File: config.mk
export PLATFORM = sky130hd
export DESIGN_NAME = heat_equation_explicit_step
export DESIGN_NICKNAME = d
export VERILOG_FILES = /design/src/hw/rtl/heat_eq_pkg.sv /design/src/hw/rtl/heat_equation_explicit_step.sv
export SDC_FILE = /design/constraint.sdc
export NUM_CORES = 2
export LEC_CHECK = 0
export ABC_AREA = 1
export BUFFER_PORTS_ARGS = -buffer_cell sky130_fd_sc_hd__buf_2
export CAP_MARGIN = 30
export CORE_MARGIN = 3
export CORE_UTILIZATION = 30
export DETAILED_ROUTE_END_ITERATION = 7
export SYNTH_ARGS = -nofsm -noshare
export SYNTH_HDL_FRONTEND = slang
export SYNTH_SLANG_ARGS = --single-unit
File: constraint.sdc
create_clock -name clk_i -period 18.95 [get_ports clk_i]
set_clock_uncertainty 0.15 [all_clocks]
set_input_delay 0 -clock clk_i [delete_from_list [all_inputs] [get_ports clk_i]]
set_output_delay 0 -clock clk_i [all_outputs]
set_load 0.03 [all_outputs]
File: src/hw/rtl/heat_eq_pkg.sv
// Package for the explicit heat equation step block.
// Holds the operation and register codes, the sequencer states and the fixed-point widths.
// Depends on nothing.
package heat_eq_pkg;

  localparam int TEMP_W = 16;
  localparam int COEF_W = 16;
  localparam int GAIN_W = 16;
  localparam int CELLS_W = 6;
  localparam int IDX_W = 5;
  localparam int OP_W = 2;

  localparam int MUL_W = 18;
  localparam int PROD_W = 2 * MUL_W;
  localparam int ACC_W = 51;
  localparam int BRK_MSB = 33;
  localparam int BRK_SPLIT = 17;
  localparam int FRAC_SHIFT = 30;
  localparam int INC_W = ACC_W - FRAC_SHIFT;
  localparam int SUM_W = INC_W + 1;

  localparam logic [ACC_W-1:0] ROUND_HALF = ACC_W'(64'd1 << (FRAC_SHIFT - 1));
  localparam logic signed [SUM_W-1:0] TEMP_MAX = SUM_W'(32767);
  localparam logic signed [SUM_W-1:0] TEMP_MIN = -SUM_W'(32768);

  localparam int CFG_IDX_W = 1;
  localparam logic [CFG_IDX_W-1:0] CFG_STEP_GAIN = 1'b0;
  localparam logic [CFG_IDX_W-1:0] CFG_CELLS_IN_USE = 1'b1;
  localparam logic [CELLS_W-1:0] CELLS_RESET = 6'd20;
  localparam logic [CELLS_W-1:0] CELLS_MIN = 6'd3;

  typedef enum logic [OP_W-1:0] {
    OP_WR_TEMP = 2'd0,
    OP_WR_COEF = 2'd1,
    OP_STEP    = 2'd2,
    OP_RD_TEMP = 2'd3
  } op_e;

  typedef enum logic [3:0] {
    ST_IDLE,
    ST_READ,
    ST_HEAD,
    ST_PRIME,
    ST_EMIT0,
    ST_MUL_L,
    ST_MUL_R,
    ST_GAIN_LO,
    ST_GAIN_HI,
    ST_WRITE,
    ST_TAIL
  } state_e;

endpackage

File: src/hw/rtl/heat_equation_explicit_step.sv
// Top level of the explicit heat equation step: grid memories, sequencer and shared multiplier.
// Depends on heat_eq_pkg.
//
//   channel  direction  handshake                 word
//   in       input      in_valid_i / in_stall_o   operation, cell_index, temperature, coefficient
//   out      output     out_valid_o / out_stall_i cell_index_out, temperature_out, saturated, last
//   cfg      input      cfg_we_i                  cfg_index_i, cfg_data_i
//
// A read word passes the memory read register and then the output register.
// In a step every interior cell passes the one 18 by 18 multiplier four times and then
// a write-back state.
// No clearing pass follows reset; the grid is undefined until loaded.
// A stalled output word holds the sequencer in the state that produces the next word.
module heat_equation_explicit_step
  import heat_eq_pkg::*;
#(
  parameter int MAX_CELLS = 32
) (
  input  logic                        clk_i,
  input  logic                        rst_ni,
  input  logic                        cfg_we_i,
  input  logic [CFG_IDX_W-1:0]        cfg_index_i,
  input  logic [GAIN_W-1:0]           cfg_data_i,
  input  logic                        in_valid_i,
  output logic                        in_stall_o,
  input  logic [OP_W-1:0]             operation_i,
  input  logic [IDX_W-1:0]            cell_index_i,
  input  logic signed [TEMP_W-1:0]    temperature_in_i,
  input  logic [COEF_W-1:0]           coefficient_in_i,
  output logic                        out_valid_o,
  input  logic                        out_stall_i,
  output logic [IDX_W-1:0]            cell_index_out_o,
  output logic signed [TEMP_W-1:0]    temperature_out_o,
  output logic                        saturated_o,
  output logic                        last_o
);

  localparam int AW = $clog2(MAX_CELLS);
  localparam int CW = $clog2(MAX_CELLS + 1);

  state_e state_q, state_d;

  logic [GAIN_W-1:0] gain_q;
  logic [CELLS_W-1:0] cells_q;
  logic [CW-1:0] n_cells;

  logic signed [TEMP_W-1:0] temps [MAX_CELLS];
  logic [COEF_W-1:0] coefs [MAX_CELLS];
  logic signed [TEMP_W-1:0] t_rd_q;
  logic [COEF_W-1:0] d_rd_q;

  logic [AW-1:0] rd_addr;
  logic t_we;
  logic [AW-1:0] t_waddr;
  logic signed [TEMP_W-1:0] t_wdata;
  logic d_we;

  logic in_acc;
  logic in_range;
  logic out_free;
  logic last_interior;

  logic [AW-1:0] addr_q;
  logic oob_q;
  logic [IDX_W-1:0] idx_q;
  logic [AW-1:0] i_q;

  logic signed [TEMP_W-1:0] left_q, mid_q, right_q;
  logic [COEF_W-1:0] dl_q, dr_q;
  logic signed [ACC_W-1:0] acc_q;
  logic signed [BRK_MSB-BRK_SPLIT:0] hi_q;

  logic signed [MUL_W-1:0] ma, mb;
  logic signed [PROD_W-1:0] mp;

  logic signed [ACC_W-1:0] rnd;
  logic signed [INC_W-1:0] inc;
  logic signed [SUM_W-1:0] sum;
  logic signed [TEMP_W-1:0] upd_temp;
  logic upd_sat;

  logic emit;
  logic [IDX_W-1:0] e_idx;
  logic signed [TEMP_W-1:0] e_temp;
  logic e_sat;
  logic e_last;

  logic out_valid_q;
  logic [IDX_W-1:0] out_idx_q;
  logic signed [TEMP_W-1:0] out_temp_q;
  logic out_sat_q;
  logic out_last_q;

  assign in_stall_o = (state_q != ST_IDLE);
  assign in_acc = in_valid_i && !in_stall_o;
  assign in_range = 32'(cell_index_i) < MAX_CELLS;
  assign out_free = !out_valid_q || !out_stall_i;

  always_comb begin
    if (cells_q < CELLS_MIN) begin
      n_cells = CW'(3);
    end else if (32'(cells_q) > MAX_CELLS) begin
      n_cells = CW'(MAX_CELLS);
    end else begin
      n_cells = CW'(cells_q);
    end
  end

  assign last_interior = (CW'(i_q) + CW'(1)) == (n_cells - CW'(1));

  assign mp = ma * mb;

  assign rnd = acc_q + $signed(ROUND_HALF);
  assign inc = rnd[ACC_W-1:FRAC_SHIFT];
  assign sum = SUM_W'(mid_q) + SUM_W'(inc);

  always_comb begin
    upd_sat = 1'b1;
    if (sum > TEMP_MAX) begin
      upd_temp = TEMP_W'(TEMP_MAX);
    end else if (sum < TEMP_MIN) begin
      upd_temp = TEMP_W'(TEMP_MIN);
    end else begin
      upd_temp = TEMP_W'(sum);
      upd_sat = 1'b0;
    end
  end

  always_comb begin
    state_d = state_q;
    unique case (state_q)
      ST_IDLE: begin
        if (in_acc) begin
          case (op_e'(operation_i))
            OP_STEP: state_d = ST_HEAD;
            OP_RD_TEMP: state_d = ST_READ;
            default: state_d = ST_IDLE;
          endcase
        end
      end
      ST_READ: if (out_free) state_d = ST_IDLE;
      ST_HEAD: state_d = ST_PRIME;
      ST_PRIME: state_d = ST_EMIT0;
      ST_EMIT0: if (out_free) state_d = ST_MUL_L;
      ST_MUL_L: state_d = ST_MUL_R;
      ST_MUL_R: state_d = ST_GAIN_LO;
      ST_GAIN_LO: state_d = ST_GAIN_HI;
      ST_GAIN_HI: state_d = ST_WRITE;
      ST_WRITE: begin
        if (out_free) begin
          state_d = last_interior ? ST_TAIL : ST_MUL_L;
        end
      end
      ST_TAIL: if (out_free) state_d = ST_IDLE;
      default: state_d = ST_IDLE;
    endcase
  end

  always_comb begin
    rd_addr = AW'(i_q) + AW'(1);
    t_we = 1'b0;
    t_waddr = i_q;
    t_wdata = '0;
    d_we = 1'b0;
    ma = '0;
    mb = $signed({2'b00, gain_q});
    emit = 1'b0;
    e_idx = IDX_W'(i_q);
    e_temp = '0;
    e_sat = 1'b0;
    e_last = 1'b0;
    unique case (state_q)
      ST_IDLE: begin
        rd_addr = (operation_i == OP_RD_TEMP && in_range) ? AW'(cell_index_i) : '0;
        t_waddr = AW'(cell_index_i);
        t_wdata = temperature_in_i;
        t_we = in_acc && operation_i == OP_WR_TEMP && in_range;
        d_we = in_acc && operation_i == OP_WR_COEF && in_range;
      end
      ST_READ: begin
        rd_addr = addr_q;
        emit = out_free;
        e_idx = idx_q;
        e_temp = oob_q ? '0 : t_rd_q;
        e_last = 1'b1;
      end
      ST_HEAD: begin
        rd_addr = AW'(1);
        t_we = 1'b1;
        t_waddr = '0;
      end
      ST_PRIME: begin
      end
      ST_EMIT0: begin
        emit = out_free;
        e_idx = '0;
      end
      ST_MUL_L: begin
        ma = MUL_W'(left_q) - MUL_W'(mid_q);
        mb = $signed({2'b00, dl_q});
      end
      ST_MUL_R: begin
        ma = MUL_W'(t_rd_q) - MUL_W'(mid_q);
        mb = $signed({2'b00, d_rd_q});
      end
      ST_GAIN_LO: begin
        ma = $signed({1'b0, acc_q[BRK_SPLIT-1:0]});
      end
      ST_GAIN_HI: begin
        ma = MUL_W'(hi_q);
      end
      ST_WRITE: begin
        t_we = out_free;
        t_wdata = upd_temp;
        emit = out_free;
        e_temp = upd_temp;
        e_sat = upd_sat;
      end
      ST_TAIL: begin
        t_we = out_free;
        emit = out_free;
        e_last = 1'b1;
      end
      default: begin
      end
    endcase
  end

  always_ff @(posedge clk_i) begin
    if (t_we) begin
      temps[t_waddr] <= t_wdata;
    end
    t_rd_q <= temps[rd_addr];
  end

  always_ff @(posedge clk_i) begin
    if (d_we) begin
      coefs[AW'(cell_index_i)] <= coefficient_in_i;
    end
    d_rd_q <= coefs[rd_addr];
  end

  always_ff @(posedge clk_i or negedge rst_ni) begin
    if (!rst_ni) begin
      state_q <= ST_IDLE;
      gain_q <= '0;
      cells_q <= CELLS_RESET;
      out_valid_q <= 1'b0;
      left_q <= '0;
    end else begin
      state_q <= state_d;
      if (cfg_we_i) begin
        unique case (cfg_index_i)
          CFG_STEP_GAIN: gain_q <= cfg_data_i;
          CFG_CELLS_IN_USE: cells_q <= cfg_data_i[CELLS_W-1:0];
          default: begin
          end
        endcase
      end
      if (emit) begin
        out_valid_q <= 1'b1;
      end else if (!out_stall_i) begin
        out_valid_q <= 1'b0;
      end
      if (state_q == ST_HEAD) begin
        left_q <= t_rd_q;
      end else if (state_q == ST_WRITE && out_free) begin
        left_q <= mid_q;
      end
    end
  end

  always_ff @(posedge clk_i) begin
    if (emit) begin
      out_idx_q <= e_idx;
      out_temp_q <= e_temp;
      out_sat_q <= e_sat;
      out_last_q <= e_last;
    end
    if (in_acc) begin
      addr_q <= rd_addr;
      oob_q <= !in_range;
      idx_q <= cell_index_i;
      i_q <= AW'(1);
    end
    case (state_q)
      ST_PRIME: begin
        mid_q <= t_rd_q;
        dl_q <= d_rd_q;
      end
      ST_MUL_L: acc_q <= ACC_W'(mp);
      ST_MUL_R: begin
        acc_q <= acc_q + ACC_W'(mp);
        right_q <= t_rd_q;
        dr_q <= d_rd_q;
      end
      ST_GAIN_LO: begin
        hi_q <= acc_q[BRK_MSB:BRK_SPLIT];
        acc_q <= ACC_W'(mp);
      end
      ST_GAIN_HI: acc_q <= acc_q + (ACC_W'(mp) <<< BRK_SPLIT);
      ST_WRITE: begin
        if (out_free) begin
          mid_q <= right_q;
          dl_q <= dr_q;
          i_q <= i_q + AW'(1);
        end
      end
      default: begin
      end
    endcase
  end

  assign out_valid_o = out_valid_q;
  assign cell_index_out_o = out_idx_q;
  assign temperature_out_o = out_temp_q;
  assign saturated_o = out_sat_q;
  assign last_o = out_last_q;

`ifndef SYNTH
  a_no_overwrite: assert property (@(posedge clk_i) disable iff (!rst_ni)
    emit && out_valid_q |-> !out_stall_i)
    else $error("A new word replaced a stalled output word.");

  a_sweep_index: assert property (@(posedge clk_i) disable iff (!rst_ni)
    (state_q == ST_MUL_L || state_q == ST_MUL_R || state_q == ST_GAIN_LO ||
     state_q == ST_GAIN_HI || state_q == ST_WRITE)
    |-> i_q != '0 && (CW'(i_q) + CW'(1)) < n_cells)
    else $error("The sweep index left the interior cells.");

  a_low_product: assert property (@(posedge clk_i) disable iff (!rst_ni)
    state_q == ST_GAIN_HI |-> !acc_q[ACC_W-1])
    else $error("The low partial product came out negative.");

  a_last_flag: assert property (@(posedge clk_i) disable iff (!rst_ni)
    emit && e_last |-> state_q == ST_TAIL || state_q == ST_READ)
    else $error("The last flag was raised inside a sweep.");
`endif

endmodule

==> run summary <==
Status: finished clean
Worst path slowest cell: fa_1
Crit path top cell by count: nand2_1
Avg Inst Size Synth: 9.22 µm²
Slew Limit Fails: 0
H-tree levels: 4
Netlist Area Pre-Place: 73500 µm²
Drt initial violations: 4865
Top FF cell, synth: edfxtp_1
Die width: 501 µm
EDFF count, synth: 1189
Synth Register Bits: 1269
Detailed Routing Iterations Pass 1: 7
Endpoints failing setup: 0
Hold Path Origin: cell_index_i[4]
Total die area: 251000 µm²
Clock sink count: 1269
CP peak stage delay: 0.99 ns
Startpoint types: register
Most frequent cell after synthesis: nand2_1
Worst EP arrival: 11.85 ns
Site Rows: 181
DRC: 0
Least-Margin Pin Slew: 1.09 ns
Vias in the first global route: 54600
Reg-to-reg startpoint: mid_q[0]$_DFFE_PP_
Nets@finish: 8718
Number of maximum-capacitance violations: 0
Cell family with most CP delay: adder cells
Max Buffers Root-to-Sink: 3
Syn_nets: 8559
Finished Layout Cells: 11400
Synthesis-to-finish area growth: 13.2%
Initial antenna violation count: 17
Top cell type by total area after synthesis: edfxtp_1
Drt total wl: 227000 µm
Top post-synthesis cells by area: edfxtp_1 49%, nand2_1 11%, fa_1 8.0%
CTS tree: built
Syn Inst Count: 7977
Buffers on Ports: 85
Synth top area share: 0.486
Worst Setup Path Type: register to register
Vias per inst: 4.89
Core area: 243000 µm²
Vias: 55900
IO Pins: 86
CTS Root Cell: clkbuf_16
Post-synth top cells: 2159 x nand2_1, 1232 x inv_1, 1189 x edfxtp_1
R2r setup slk: 7.48 ns
Clk_lat worst skew: 0.81 ns
Fin Setup TNS: 0 ns
Chip Height: 501 µm
Hold Path Class: input pin to register
CP Capture Type: register
# fillers: 24600
Syn. warnings: 0
Post-synth ARST share: 0.0339
Tmin final: 11.47 ns
Yosys cell types: 52
Fin. Hold Viols: 0
Placed Instances: 11100
Final period utilization: 0.605
Layout cells sized above 1: 0.0608
Gr usage total: 0.177
Post-synthesis sequential area ratio: 0.510
Clock Pin Slew Worst Setup and Hold Paths: 0.07 ns
DP HPWL: 158000 µm
Largest net degree at the start of global routing: 252
First-pass GRT wire length: 341000 µm
Antenna-violating nets left: 0
Peak Freq: 87.2 MHz
Required @ worst endpoint: 19.33 ns
CP Max Fanout: 19
Wire length per cell: 19.8 µm
RePlAce Congestion: 0.964
TritonCTS buffer count: 139
Post-CTS Setup Bufs: 0
Headroom to the max-slew limit: 0.271
CP Buf/Inv Count: 10
Starting density of the core: 0.302
Critical path origin: mid_q[0]$_DFFE_PP_
RSZ-0062 raised after global routing: no
Global route total overflow: 0
[cell usage in the layout (no fill, tap or decap), types with 14 or more instances in the layout]
cell	n
xor2_1	65
o22ai_1	14
a21oi_1	249
dlygate4sd3_1	87
fa_1	292
clkinv_2	26
o211ai_1	230
nand3_1	685
edfxtp_1	1189
nand4_1	41
o21ai_0	318
ha_1	229
clkbuf_16	140
nand3b_1	17
or2_2	17
a21o_1	20
nand2_1	2158
clkinv_1	20
inv_2	23
clkbuf_1	32
xnor2_1	42
nor3_1	31
buf_2	85
dfxtp_1	37
a31oi_1	31
o21ai_1	30
buf_4	134
nor2_1	577
inv_1	1231
dfrtp_1	41
o21bai_1	21
[flip-flops by register name (all words and copies together) (netlist names), 6 cells and up]
register           count
mid_q                 16
gain_q                16
cells_q                6
d_rd_q                16
hi_q                  17
t_rd_q                16
dr_q                  16
acc_q                 51
temps                512
right_q               16
temperature_out_o     16
coefs                512
left_q                16
dl_q                  16
[what timing repair did]
item	CTS	global route
setup endpoints to repair	0	0
resized for setup	0	0
endpoints found under the hold margin	1524	1
hold buffers	86	1
[routing by layer]
layer / global-route usage / vias up / routed length (µm)
met3: 0.0236 / 355 / 14000
met5: 0 / - / 13
met4: 0.0570 / 2 / 7500
met2: 0.299 / 1853 / 108000
met1: 0.236 / 27200 / 97100
li1: - / 26500 / -
[path summary, 6_finish.rpt]
kind / depth (start not counted) / endpoint
min in group asynchronous: 4 / gain_q[6]$_DFFE_PN0P_
max in group asynchronous: 4 / left_q[10]$_DFFE_PN0P_
worst min register to register: 0 / right_q[0]$_DFFE_PP_
worst min-delay path: 2 / idx_q[4]$_DFFE_PP_
worst max register to register: 48 / acc_q[50]$_DFFE_PN_
worst max-delay path: 48 / acc_q[50]$_DFFE_PN_
[cells by family after synthesis]
family | Yosys count | synth area share
muxes | 10 | 0.00153
DFF | 1269 | 0.510
and+or+nand+nor | 3562 | 0.198
buffers and inverters | 1558 | 0.0826
adders and majority gates | 521 | 0.118
xor gates and xnor gates | 107 | 0.0127
AOI/OAI and AO/OA | 950 | 0.0763
[final cells by class]
cell class	instances	area [µm²]	share of cell area
Antenna cell	3	7.51	0.0000902
Sequential cell	1269	37500	0.451
Tap cell	3202	4010	0.0481
Timing Repair Buffer	317	2520	0.0303
Multi-Input combinational cell	5150	30000	0.361
Clock buffer	177	3690	0.0444
Clock inverter	69	709	0.00853
Inverter	1259	4750	0.0571
[through the flow]
stage               hold slack [ns]  utilization  cell area (µm²)  worst slack, ns
finish                       0.0749        0.342            83200             7.48
floorplan                    -0.446            -            73500             9.48
global route                 0.0358        0.342            83200             6.45
global placement           -0.00198        0.319            77700             7.46
CTS                         0.00326        0.342            83200             7.52
detailed placement           0.0175        0.320            77900             7.52
Power is not shown: default switching activity piles up to over one toggle a cycle in this logic, so the estimate is an artifact.
